File: src/hw/rtl/mfd_pkg.sv
package mfd_pkg;

	// Frame length in bits and limits of the configurable range.
	localparam int FRAME_BITS_DEF = 23;
	localparam int FRAME_BITS_MIN = 17;
	localparam int FRAME_BITS_MAX = 32;

	localparam int TICK_W    = 16;
	localparam int HBC_W     = 8;
	localparam int BITCNT_W  = 5;
	localparam int HDR_W     = 7;
	localparam int BYTE_W    = 8;
	localparam int RPT_W     = 8;
	localparam int APB_DW    = 32;
	localparam int APB_AW    = 4;

	// Register reset values.
	localparam logic [TICK_W-1:0] MIN_HALF_RST = 16'd460;
	localparam logic [TICK_W-1:0] MAX_HALF_RST = 16'd540;
	localparam logic [TICK_W-1:0] MAX_BIT_RST  = 16'd1080;

	// Header checks: start pattern and complementary toggle pair.
	localparam logic [HDR_W-1:0] HDR_START_MASK = 7'h7C;
	localparam logic [HDR_W-1:0] HDR_START_VAL  = 7'h64;
	localparam logic [HDR_W-1:0] HDR_TOG_MASK   = 7'h03;
	localparam logic [HDR_W-1:0] HDR_TOG_ZERO   = 7'h01;
	localparam logic [HDR_W-1:0] HDR_TOG_ONE    = 7'h02;

	// Register index, taken from paddr[3:2].
	typedef enum logic [1:0] {
		REG_MIN_HALF = 2'd0,
		REG_MAX_HALF = 2'd1,
		REG_MAX_BIT  = 2'd2
	} reg_idx_t;

endpackage

File: src/hw/rtl/manchester_frame_decoder_core.sv
// Manchester frame decoder. Each input item is one captured line edge with a
// free-running 16-bit timestamp and the consumer's busy flag; each item yields
// exactly one result item telling the capture unit which edge to watch next,
// plus the data byte, toggle bit and repeat count of a frame completed by that
// edge. Pulse widths are the timestamp difference modulo 65536 and are judged
// against three thresholds written over the APB port (offsets 0x0, 0x4, 0x8),
// used exactly as written even if they are inconsistent. A new item is
// accepted in every cycle while in_stall is low: it is held in an input
// register, then the decode step updates the frame state and loads the result
// register. The rate of one item per cycle, barring stalls, is set by that
// decode step, whose state feeds back into itself for the following edge.
// The result register holds a result while out_stall is high; the input
// register then takes one more item only if it is empty, and in_stall rises
// once it holds one. Frames whose completion meets a busy consumer are
// dropped and leave the repeat counter untouched. The frame length is set
// by the FRAME_BITS parameter (17 to 32); the header always sits at bits 22..16.
module manchester_frame_decoder_core
	import mfd_pkg::*;
#(
	parameter int FRAME_BITS = FRAME_BITS_DEF
) (
	input  logic                clk,
	input  logic                arst_n,
	// Edge items in
	input  logic                in_valid,
	output logic                in_stall,
	input  logic [TICK_W-1:0]   capture_time,
	input  logic                consumer_busy,
	// Result items out
	output logic                out_valid,
	input  logic                out_stall,
	output logic                next_edge_rising,
	output logic                frame_valid,
	output logic [BYTE_W-1:0]   data_byte,
	output logic                toggle,
	output logic [RPT_W-1:0]    repeat_count,
	// Configuration
	input  logic                psel,
	input  logic                penable,
	input  logic                pwrite,
	input  logic [APB_AW-1:0]   paddr,
	input  logic [APB_DW-1:0]   pwdata,
	output logic [APB_DW-1:0]   prdata,
	output logic                pready
);

	localparam int CNT_W = BITCNT_W + 1;

	// Threshold registers.
	logic [TICK_W-1:0] min_half_q, max_half_q, max_bit_q;

	// Input register.
	logic              valid_s1;
	logic [TICK_W-1:0] cap_s1;
	logic              busy_s1;

	// Decoder state.
	logic [TICK_W-1:0]     last_cap_q;
	logic                  edge_sel_q;
	logic [HBC_W-1:0]      hbc_q;
	logic                  frame_ok_q;
	logic [FRAME_BITS-1:0] word_q;
	logic [BITCNT_W-1:0]   bits_q;
	logic [HDR_W-1:0]      last_hdr_q;
	logic [RPT_W-1:0]      rpt_q;

	// Next-state and result of the decode step.
	logic [TICK_W-1:0]     width;
	logic                  edge_sel_d;
	logic [HBC_W-1:0]      hbc_d;
	logic                  frame_ok_d;
	logic [FRAME_BITS-1:0] word_d;
	logic [FRAME_BITS-1:0] word_sh;
	logic [BITCNT_W-1:0]   bits_d;
	logic [HDR_W-1:0]      last_hdr_d;
	logic [RPT_W-1:0]      rpt_d;
	logic [CNT_W-1:0]      cnt;
	logic [31:0]           word_ext;
	logic [HDR_W-1:0]      hdr;
	logic [BYTE_W-1:0]     byte_val;
	logic [BYTE_W-1:0]     inv_val;
	logic                  valid_d;
	logic [BYTE_W-1:0]     data_d;
	logic                  tog_d;

	logic advance;
	logic wr_en;

	// The step advances when the result register is free or being emptied.
	assign advance  = ~out_valid | ~out_stall;
	assign in_stall = valid_s1 & ~advance;

	// ---------------------------------------------------------------
	// Configuration port
	// ---------------------------------------------------------------
	assign pready = 1'b1;
	assign wr_en  = psel & penable & pwrite & pready;

	always_ff @(posedge clk or negedge arst_n) begin
		if (!arst_n) begin
			min_half_q <= MIN_HALF_RST;
			max_half_q <= MAX_HALF_RST;
			max_bit_q  <= MAX_BIT_RST;
		end else if (wr_en) begin
			unique case (paddr[3:2])
				REG_MIN_HALF: min_half_q <= pwdata[TICK_W-1:0];
				REG_MAX_HALF: max_half_q <= pwdata[TICK_W-1:0];
				REG_MAX_BIT:  max_bit_q  <= pwdata[TICK_W-1:0];
				default: ;
			endcase
		end
	end

	always_comb begin
		unique case (paddr[3:2])
			REG_MIN_HALF: prdata = APB_DW'(min_half_q);
			REG_MAX_HALF: prdata = APB_DW'(max_half_q);
			REG_MAX_BIT:  prdata = APB_DW'(max_bit_q);
			default:      prdata = '0;
		endcase
	end

	// ---------------------------------------------------------------
	// Input register
	// ---------------------------------------------------------------
	always_ff @(posedge clk or negedge arst_n) begin
		if (!arst_n) begin
			valid_s1 <= 1'b0;
		end else if (!in_stall) begin
			valid_s1 <= in_valid;
		end
	end

	always_ff @(posedge clk) begin
		if (in_valid && !in_stall) begin
			cap_s1  <= capture_time;
			busy_s1 <= consumer_busy;
		end
	end

	// ---------------------------------------------------------------
	// Decode step
	// ---------------------------------------------------------------

	// The word as it looks once this edge's polarity is shifted in.
	assign word_sh = {word_q[FRAME_BITS-2:0], ~edge_sel_q};

	always_comb begin
		width      = cap_s1 - last_cap_q;
		edge_sel_d = ~edge_sel_q;
		hbc_d      = hbc_q;
		frame_ok_d = frame_ok_q;
		word_d     = word_q;
		bits_d     = bits_q;
		last_hdr_d = last_hdr_q;
		rpt_d      = rpt_q;
		cnt        = CNT_W'(bits_q) + CNT_W'(1);
		valid_d    = 1'b0;
		data_d     = '0;
		tog_d      = 1'b0;

		// A long gap resynchronizes to a frame start.
		if (width > max_bit_q) begin
			hbc_d = '0;
		end

		if (hbc_d == '0) begin
			word_d     = '0;
			bits_d     = '0;
			edge_sel_d = 1'b1;
			hbc_d      = HBC_W'(1);
			frame_ok_d = 1'b1;
		end else if (frame_ok_q) begin
			if (width < min_half_q || width > max_bit_q) begin
				frame_ok_d = 1'b0;
			end
			if (frame_ok_d) begin
				// A full-bit width skips one half-bit.
				if (width > max_half_q) begin
					hbc_d = hbc_d + HBC_W'(1);
				end
				if (!hbc_d[0]) begin
					word_d = word_sh;
					bits_d = cnt[BITCNT_W-1:0];
					if (cnt == CNT_W'(FRAME_BITS)) begin
						if (!busy_s1) begin
							if (hdr == last_hdr_q) begin
								rpt_d = rpt_q + RPT_W'(1);
							end else begin
								rpt_d = '0;
							end
							last_hdr_d = hdr;
							if (inv_val == byte_val &&
							    (hdr & HDR_START_MASK) == HDR_START_VAL &&
							    ((hdr & HDR_TOG_MASK) == HDR_TOG_ZERO ||
							     (hdr & HDR_TOG_MASK) == HDR_TOG_ONE)) begin
								valid_d = 1'b1;
								data_d  = byte_val;
								tog_d   = hdr[0];
							end
						end
						// A completed frame always restarts reception.
						frame_ok_d = 1'b0;
					end
				end
				hbc_d = hbc_d + HBC_W'(1);
			end
		end

		if (!frame_ok_d) begin
			hbc_d      = '0;
			edge_sel_d = 1'b0;
		end
	end

	// Fields of the freshly shifted word.
	assign word_ext = 32'(word_sh);
	assign hdr      = word_ext[22:16];
	assign byte_val = word_ext[15:8];
	assign inv_val  = ~word_ext[7:0];

	always_ff @(posedge clk or negedge arst_n) begin
		if (!arst_n) begin
			last_cap_q <= '0;
			edge_sel_q <= 1'b0;
			hbc_q      <= '0;
			frame_ok_q <= 1'b0;
			word_q     <= '0;
			bits_q     <= '0;
			last_hdr_q <= '0;
			rpt_q      <= '0;
		end else if (valid_s1 && advance) begin
			last_cap_q <= cap_s1;
			edge_sel_q <= edge_sel_d;
			hbc_q      <= hbc_d;
			frame_ok_q <= frame_ok_d;
			word_q     <= word_d;
			bits_q     <= bits_d;
			last_hdr_q <= last_hdr_d;
			rpt_q      <= rpt_d;
		end
	end

	// ---------------------------------------------------------------
	// Result register
	// ---------------------------------------------------------------
	always_ff @(posedge clk or negedge arst_n) begin
		if (!arst_n) begin
			out_valid <= 1'b0;
		end else if (advance) begin
			out_valid <= valid_s1;
		end
	end

	always_ff @(posedge clk) begin
		if (valid_s1 && advance) begin
			next_edge_rising <= edge_sel_d;
			frame_valid      <= valid_d;
			data_byte        <= data_d;
			toggle           <= tog_d;
			repeat_count     <= rpt_d;
		end
	end

endmodule

File: config.mk
export PLATFORM = sky130hd
export DESIGN_NAME = manchester_frame_decoder_core
export DESIGN_NICKNAME = d
export VERILOG_FILES = /design/src/hw/rtl/mfd_pkg.sv /design/src/hw/rtl/manchester_frame_decoder_core.sv
export SDC_FILE = /design/constraint.sdc
export NUM_CORES = 1
export LEC_CHECK = 0
export ABC_AREA = 0
export BUFFER_PORTS_ARGS = -buffer_cell sky130_fd_sc_hd__buf_2
export CORE_MARGIN = 1
export CORE_UTILIZATION = 55
export CTS_CLUSTER_DIAMETER = 50
export DETAILED_ROUTE_END_ITERATION = 7
export MAX_ROUTING_LAYER = met4
export PLACE_DENSITY = 0.75
export SETUP_SLACK_MARGIN = 0.02
export SLEW_MARGIN = 20
export SYNTH_ARGS = -nofsm -noshare
export SYNTH_HDL_FRONTEND = slang
export SYNTH_SLANG_ARGS = --single-unit
File: constraint.sdc
create_clock -name clk -period 7.9 [get_ports clk]
set_clock_uncertainty 0.15 [all_clocks]
set_input_delay 0.395 -clock clk [delete_from_list [all_inputs] [get_ports clk]]
set_output_delay 0.395 -clock clk [all_outputs]
set_load 0.03 [all_outputs]
## After elaboration in Yosys (flattened, before gate mapping)

Cells that the tools add are included.

| cells by class | value |
|---|---|
| $add $sub $neg | 5 |
| $mul | 0 |
| div/mod/pow operators | 0 |
| magnitude comparators | 3 |
| equality and inequality tests | 9 |
| shift-type cells | 0 |
| multiplexer cells | 36 |
| bitwise operators | 16 |
| reductions and logical operators | 18 |

Operators with widths:

| operator | number |
|---|---|
| $mux 8 | 16 |
| $mux 22 | 4 |
| $pmux 16 s3 | 1 |
| $gt 16x16->1 | 2 |
| $add 8x1->8 const B | 3 |
| $mux 5 | 4 |
| $lt 16x16->1 | 1 |
| $sub 16x16->16 | 1 |
| $mux 1 | 11 |
| $not 1->1 | 11 |
| $eq 8x8->1 | 1 |
| $logic_not 8->1 | 1 |
| $not 8->8 | 1 |
| $eq 7x7->1 | 1 |
| $reduce_and 7->1 | 1 |
| $reduce_or 7->1 | 1 |
| $add 5x1->6 const B | 1 |
| $eq 6x5->1 const B | 1 |
| $reduce_and 2->1 | 3 |
| $reduce_or 6->1 | 1 |
| $eq 5x5->1 const B | 1 |
| $eq 2x1->1 const B | 2 |
| $eq 2x2->1 const B | 2 |
| $logic_and 1x1->1 | 4 |
| 8 further kinds | 12 |

| storage, ports and cells | value |
|---|---|
| register bits after elaboration | 154 |
| latch bits | 0 |
| memory bits (writable) | 0 |
| bits in read-only memories | 0 |
| input port bits | 60 |
| output and inout port bits | 54 |
| word-level logic and storage cells | 107 |
| memories kept | 0 |

## Longest topological paths before layout

Gate-level depths: netlist of the first run.

| depth | value |
|---|---|
| word-level depth | 14 |
| gate-level depth with buffers | 28 |
| depth with buffers taken out | 27 |

## Worst setup path before layout of the first run

OpenSTA, ideal clock, no wires.

| path | value |
|---|---|
| path type | register to register |
| from | register last_cap_q[0] |
| to | register data_byte[0] (data pin) |
| setup time | 132 ps |
| data arrival time | 5363 ps |
| data required time | 7618 ps |
| slack | 2255 ps |
| cell stages (with the launch flop) | 27 |
| path buffers | 3 |
| clock period less this slack | 5645 ps |
| cell sequence | dfrtp_1 > ha_1 > fa_1 > nor2b_1 > o21ai_0 > a21boi_0 > o21ai_0 > a211oi_1 > o31ai_1 > o21bai_1 > a21oi_1 > xnor2_1 > ha_1 > nand4_1 > nor2_1 > a2111o_1 > o31a_1 > clkbuf_1 > nand2b_1 > ha_1 > o21a_1 > clkbuf_1 > nor4_4 > nand2b_1 > buf_2 > nor4_4 > and2_1 |

| on the way | value |
|---|---|
| cells in the longest elaborated chain, start to end | 9 |
| elaborated cells between the ends (all ways) | 17 |
| those cells by class | add/sub (2); order compare (3); mux (8); bitwise (1); reduce/logical (3) |

Ends and longest elaborated chain:

| item | RTL line | text |
|---|---|---|
| start, declared | manchester_frame_decoder_core.sv:58 | `logic [TICK_W-1:0] last_cap_q;` |
| start signal, assigned | manchester_frame_decoder_core.sv:233 | `last_cap_q <= cap_s1;` |
| $sub 16x16->16 * | manchester_frame_decoder_core.sv:149 | `width = cap_s1 - last_cap_q;` |
| $gt 16x16->1 | manchester_frame_decoder_core.sv:163, manchester_frame_decoder_core.sv:174 |  |
| $mux 8 | manchester_frame_decoder_core.sv:163 | `if (width > max_bit_q) begin` |
| $add 8x1->8 | manchester_frame_decoder_core.sv:180 | `hbc_d = hbc_d + HBC_W'(1);` |
| $mux 8 | manchester_frame_decoder_core.sv:179 | `if (width > max_half_q) begin` |
| $mux 8 | manchester_frame_decoder_core.sv:177 | `if (frame_ok_d) begin` |
| $mux 8 | manchester_frame_decoder_core.sv:173 | `end else if (frame_ok_q) begin` |
| $mux 8 | manchester_frame_decoder_core.sv:167 | `if (hbc_d == '0) begin` |
| $reduce_or 7->1 (no line) * | -- |  |
| end signal, assigned | manchester_frame_decoder_core.sv:259 | `data_byte <= data_d;` |
| end, declared | manchester_frame_decoder_core.sv:34 | `output logic [BYTE_W-1:0] data_byte,` |

Mark *: on every way between the ends. The rest lies on a longest branch, timed or not. The select of a mux whose other input is x is not followed.
A chain may end at the register's enable or synchronous reset.

## Worst setup path in the final report of the first run

| path | value |
|---|---|
| from | register last_cap_q[0] |
| to | register rpt_q[3] |

| on the way | value |
|---|---|
| cells in the longest elaborated chain, start to end | 12 |
| elaborated cells between the ends (all ways) | 19 |
| those cells by class | add/sub (2); order compare (3); mux (12); reduce/logical (2) |

Ends and longest elaborated chain:

| item | RTL line | text |
|---|---|---|
| $sub 16x16->16 * | manchester_frame_decoder_core.sv:149 |  |
| $gt 16x16->1 | manchester_frame_decoder_core.sv:163, manchester_frame_decoder_core.sv:174 |  |
| $mux 8 | manchester_frame_decoder_core.sv:163 |  |
| $add 8x1->8 | manchester_frame_decoder_core.sv:180 |  |
| $mux 8 | manchester_frame_decoder_core.sv:179 |  |
| $mux 8 | manchester_frame_decoder_core.sv:177 |  |
| $mux 8 | manchester_frame_decoder_core.sv:173 |  |
| $mux 8 | manchester_frame_decoder_core.sv:167 |  |
| $mux 8 | manchester_frame_decoder_core.sv:182 | `if (!hbc_d[0]) begin` |
| $mux 8 | manchester_frame_decoder_core.sv:177 |  |
| $mux 8 | manchester_frame_decoder_core.sv:173 |  |
| $mux 8 * | manchester_frame_decoder_core.sv:167 |  |
| end signal, assigned | manchester_frame_decoder_core.sv:240 | `rpt_q <= rpt_d;` |
| end, declared | manchester_frame_decoder_core.sv:65 | `logic [RPT_W-1:0] rpt_q;` |

Marked as above.

==> results.cfg, run 1 <==
[worst_setup_path]
path_cells = ha_1, fa_1, nor2b_1, o21ai_0, a21boi_0, o21ai_0, a211oi_1, o31ai_1, o21bai_1, a21oi_1, xnor2_1, ha_1, nand4_1, nor2_1, a2111o_1, o31a_1, nand2b_1, ha_1, o21a_1, nor4_4, nand2b_1, o21ai_0, o31ai_1
crit_type = reg2reg
arrival_ns = 7.15
start_kind = flip-flop
crit_path_max_incr_delay_ns = 0.69
worstPathMaxFanout = 15
crit_required_ns = 8.03
cpMaxStageDelayCell = o21ai_0
crit_path_end_kind = flip-flop

[drt]
viasPerCell = 5.54
ant_nets = 0
first_iter_violations = 300
drt_pre_antenna_iters = 5
vias = 6643
wirelength_mm = 18.4
route.detailed.drc = 0
wl_per_cell_um = 15.3

[global_route]
grt_pass1_vias = 6284
grt_max_degree = 74
grt_remaining_overflow = 0
track_usage = 0.245
antenna_found_initial = 2
grt_pass1_wl_mm = 30.5

[yosys]
syn-cell-area_mm2 = 0.00878
synth_seq_area_share = 0.461
async_reset_ff_frac = 0.766
synth-edff-count = 36
avgSynthCellArea_um2 = 9.95
synth-seq-cells = 154
synth_ff_type = dfrtp_1
netlist_instances = 883
synth_cell_type_count = 66
synth_warnings = 0

[power_and_ir_drop]
p_int_mw = 1.70
seqPwrFrac = 0.368
p_clk_frac = 0.275
ir_drop_mv = 0.182
combPwrFrac = 0.357
total_power_mw = 2.71
power.share.switching = 0.372
power_density_mw_per_mm2 = 270
p_leak_nw = 4.71
switchingPower_mw = 1.01

[die]
core_area_mm2 = 0.0154
fp-row-count = 45
die-area_mm2 = 0.0165
die_h_um = 128
ios = 114
start_util = 0.572
die_w_um = 128

[layout]
postLayoutCellArea_mm2 = 0.0101
nNetsFinal = 1102
drive_gt1_frac = 0.169
syn_to_final_growth_pct = 14.4

[timing]
max_freq_mhz = 143
slew_violations = 0
setup_viol = 0
fin_crit_sh = 0.888
rsz0062_at_grt = false
hold_violations = 0
tightest_slew_ns = 0.940
slew_headroom = 0.373
min_period_ns = 7.01
fin_tns_setup_ns = 0

[placed_design]
place_congestion = 0.880
placed_cell_area_mm2 = 0.00932
port_buffers = 78
dp_hpwl_mm = 12.9

[clock_network]
htreeDepth = 4
cts_made_buffers = 17
clk_latency_ns = 0.43
cts.sinks = 154
clockBufferDepth = 2
cts_tree = yes
clkTransAtPathRegs_ns = 0.06
clockRootBuffer = clkbuf_16

[run_status]
status = finished clean

[hold_path]
hp-class = in2reg

[run]
maxCapViolations = 0
cells by family (layout without fill, tap and decap cells):
group,after synthesis,in the layout,share of synthesized area
other,2,19,0.000855
adder cells (fa/ha/maj),69,69,0.0991
XOR/XNOR,44,44,0.0439
multiplexers,43,43,0.0526
AO/OA/AOI/OAI,204,204,0.144
AND/OR/NAND/NOR,238,238,0.135
buffers and inverters,129,217,0.0631
flip-flops,154,154,0.461
placed cells by master, fill, tap and decap left out, drive strengths merged, types with 14 or more instances in the layout:
| cell | n |
|---|---|
| inv | 84 |
| nand3 | 14 |
| xnor2 | 21 |
| clkbuf | 20 |
| ha | 68 |
| conb | 17 |
| xor2 | 23 |
| buf | 86 |
| a22o | 22 |
| mux2i | 18 |
| a21oi | 30 |
| dfrtp | 105 |
| nor3 | 14 |
| dlygate4sd3 | 18 |
| edfxtp | 36 |
| o21ai | 97 |
| nand4 | 18 |
| nand2 | 105 |
| nor2 | 24 |
| mux2 | 25 |
cells in the mapped netlist (all sizes together) (14+ instances only):
library cell  count  area [µm²]
xnor2            21         184
clkbuf           27         104
mux2i            18         180
ha               68         851
nand4            18         113
nor3             14        70.1
o21ai            97         485
buf              21         146
a21oi            30         150
nand2           105         394
a22o             22         193
xor2             23         201
edfxtp           36        1080
inv              81         304
nand3            14        70.1
mux2             25         282
nor2             24        90.1
dfrtp           105        2630
state kept, by name (all words and copies together), names as in the netlist, 5 cells and up:
name	cells
rpt_q	8
data_byte	8
last_hdr_q	7
word_q	22
cap_s1	16
max_bit_q	16
hbc_q	8
bits_q	5
repeat_count	8
max_half_q	16
min_half_q	16
last_cap_q	16
per-stage QoR:
step                 util  cells  setup slack, ns  hold WS [ns]
floorplan               -    898             2.26       -0.0506
global route        0.654   1199            0.513        0.0259
global placement    0.607   1147             1.24         0.282
finish              0.654   1199            0.886        0.0106
CTS                 0.653   1197            0.846       0.00428
detailed placement  0.607   1147             1.01         0.282
worst paths after layout:
path                                    start             to  slack, ns  cells past startpoint
worst max-delay path            last_cap_q[0]       rpt_q[3]       0.89                     23
worst min-delay path                 in_valid       valid_s1       0.01                      2
worst max register to register  last_cap_q[0]       rpt_q[3]       0.89                     23
worst min register to register  last_cap_q[0]  last_cap_q[0]       0.34                      2
max in group asynchronous              arst_n       hbc_q[3]       5.89                      3
min in group asynchronous              arst_n  last_cap_q[2]       0.35                      2
cell type report:
class | count | area [µm²]
clock buffers | 20 | 447
diodes | 2 | 5.00
repair buffers | 104 | 633
multi-input cells | 615 | 4260
inverters | 81 | 304
fillers | 1210 | 5320
clock inverters | 12 | 92.6
well taps | 211 | 264
flip-flops and latches | 154 | 4050
metal layers:
metal  up-vias  global-route usage  wire, µm  part of all wire
met3        29              0.0370       700             0.038
met1      3209               0.333      8900              0.48
met4         0              0.0969       317             0.017
li1       3260                   -         -                 -
met5         -                   -         0                 0
met2       145               0.371      8440              0.46
critical path, delay by kind of cell (launching register included):
family                     cells  cell delay [ns]
DFF                            1             0.38
xor gates and xnor gates       1             0.34
adders and majority gates      4             1.16
and+or+nand+nor                6             1.63
AOI/OAI and AO/OA             12             3.22
power groups by stage:
stage | Combinational, mW | Sequential [mW] | Clock [mW]
5_1_grt | 1.09 | 1.01 | 0.792
4_1_cts | 0.960 | 0.996 | 0.757
3_3_place_gp | 0.912 | 1.00 | 0
3_5_place_dp | 0.941 | 1.01 | 0
2_1_floorplan | 0.701 | 1.01 | 0
6_report | 0.968 | 0.997 | 0.744
timing repair:
action                                 CTS  global route
setup buffers                            0             0
gates resized for setup                  0             0
endpoints found under the hold margin   62             0
hold buffers                            18             0
Power figures use the tool's default switching activity.
==> run 2, diff against run 1 <==
- CTS_BUF_LIST: not set -> sky130_fd_sc_hd__clkbuf_16
==> results.cfg, run 2 (synthesis gave the netlist of run 1 again) <==
[run_status]
status = finished clean

[worst_setup_path]
start_kind = flip-flop
timing.rr.end = rpt_q[3]
r2r_cells = 23
path_delay_family = compound AO/OA/AOI/OAI gates
crit_path_end_kind = flip-flop
crit_required_ns = 8.03
path_depth = 23
crit_type = reg2reg
path_cells = ha_1, fa_1, nor2b_1, o21ai_0, a21boi_0, o21ai_0, a211oi_1, o31ai_1, o21bai_1, a21oi_1, xnor2_1, ha_1, nand4_1, nor2_1, a2111o_1, o31a_1, nand2b_1, ha_1, o21a_1, nor4_4, nand2b_1, o21ai_0, o31ai_1
reg2reg_slack_ns = 0.88
worstPathMaxFanout = 15
cp_num_buf_inv = 0
cpMaxStageDelayCell = o21ai_0
crit_path_max_incr_delay_ns = 0.69
arrival_ns = 7.15
r2r-start = last_cap_q[0]

[timing]
slew_violations = 0
setup_viol = 0
hold_violations = 0
slew_headroom = 0.374
min_period_ns = 7.02
fin_tns_setup_ns = 0
rsz0062_at_grt = false
tightest_slew_ns = 0.938
fin_crit_sh = 0.888
setup_ws_ns = 0.882
max_freq_mhz = 143

[global_route]
grt_max_degree = 74
antenna_found_initial = 2
grt_pass1_vias = 6275
grt_remaining_overflow = 0
grt_pass1_wl_mm = 30.4
track_usage = 0.245

[die]
fp-row-count = 45
start_util = 0.572
ios = 114
die_w_um = 128
die_h_um = 128
die-area_mm2 = 0.0165
core_area_mm2 = 0.0154

[drt]
wirelength_mm = 18.4
ant_nets = 0
drt_pre_antenna_iters = 4
vias = 6667
first_iter_violations = 283
wl_per_cell_um = 15.4
viasPerCell = 5.56
route.detailed.drc = 0

[clock_network]
clockRootBuffer = clkbuf_16
post_cts_resized = 0
cts.sinks = 154
htreeDepth = 4
cts_tree = yes
clockBufferDepth = 2
cts_hold_buffers = 18
cts_made_buffers = 17
clkTransAtPathRegs_ns = 0.06
cts_setup_buffers = 0
clk_latency_ns = 0.43

[hold_path]
hold_depth = 2
hold_path_end = valid_s1
hp-class = in2reg
worstHoldStart = in_valid

[layout]
largest_reg_flops = 22
nNetsFinal = 1102
largest-register = word_q
drive_gt1_frac = 0.168
nFillCells = 1214
final_cell_mix = nand2_1 (105), dfrtp_1 (105), o21ai_0 (96), inv_1 (82), buf_2 (77)
syn_to_final_growth_pct = 14.3

[power_and_ir_drop]
p_leak_nw = 4.72
ir_drop_mv = 0.184
power_density_mw_per_mm2 = 269

[run]
maxCapViolations = 0

[placed_design]
pre_cts_slack_ns = 1.01
place_congestion = 0.880
port_buffers = 78
dp_hpwl_mm = 12.9
## run 2: cell count changes in the layout (fill, tap and decap cells not counted)
cell / change
inv_1: +2
clkinv_1: +1
clkbuf_1: -2
clkbuf_8: -1
## run 2: final cells by class
class | count | area (µm²) | share of cell area
Sequential cell | 154 | 4050 | 0.403
Clock inverter | 15 | 104 | 0.0103
Clock buffer | 17 | 425 | 0.0424
Inverter | 81 | 304 | 0.0303
Timing Repair Buffer | 104 | 633 | 0.0630
Tap cell | 211 | 264 | 0.0263
Antenna cell | 2 | 5.00 | 0.000498
Multi-Input combinational cell | 615 | 4260 | 0.424
## run 2: worst max path at each step
stage	from	slack [ns]	to
after floorplan	last_cap_q[0]	2.26	data_byte[0]
after global placement	cap_s1[0]	1.24	rpt_q[6]
after detailed placement	last_cap_q[0]	1.01	rpt_q[3]
after CTS	cap_s1[0]	0.85	rpt_q[3]
after global routing	cap_s1[0]	0.51	data_byte[6]
final	last_cap_q[0]	0.88	rpt_q[3]
## run 2: per-stage QoR
stage | hold WS (ns) | instance area (µm²) | cells | power, mW | utilization
5_1_grt | 0.0259 | 10000 | 1199 | 2.87 | 0.653
4_1_cts | 0.00428 | 10000 | 1197 | 2.70 | 0.653
3_3_place_gp | 0.282 | 9320 | 1147 | 1.92 | 0.607
6_report | 0.0112 | 10000 | 1199 | 2.70 | 0.653
2_1_floorplan | -0.0506 | 8840 | 898 | 1.71 | -
3_5_place_dp | 0.282 | 9320 | 1147 | 1.95 | 0.607
## run 2: layer usage
layer / track usage / part of all wire / wire length [µm]
met2: 0.371 / 0.46 / 8450
met1: 0.332 / 0.49 / 8960
met3: 0.0370 / 0.037 / 687
met5: - / 0 / 0
met4: 0.0969 / 0.018 / 335
## run 2: power breakdown
part           internal (mW)  leakage (nW)  switching, mW
combinational          0.360          2.61          0.609
clock                  0.400         0.258          0.334
sequential             0.931          1.85         0.0663
total                   1.69          4.72           1.01
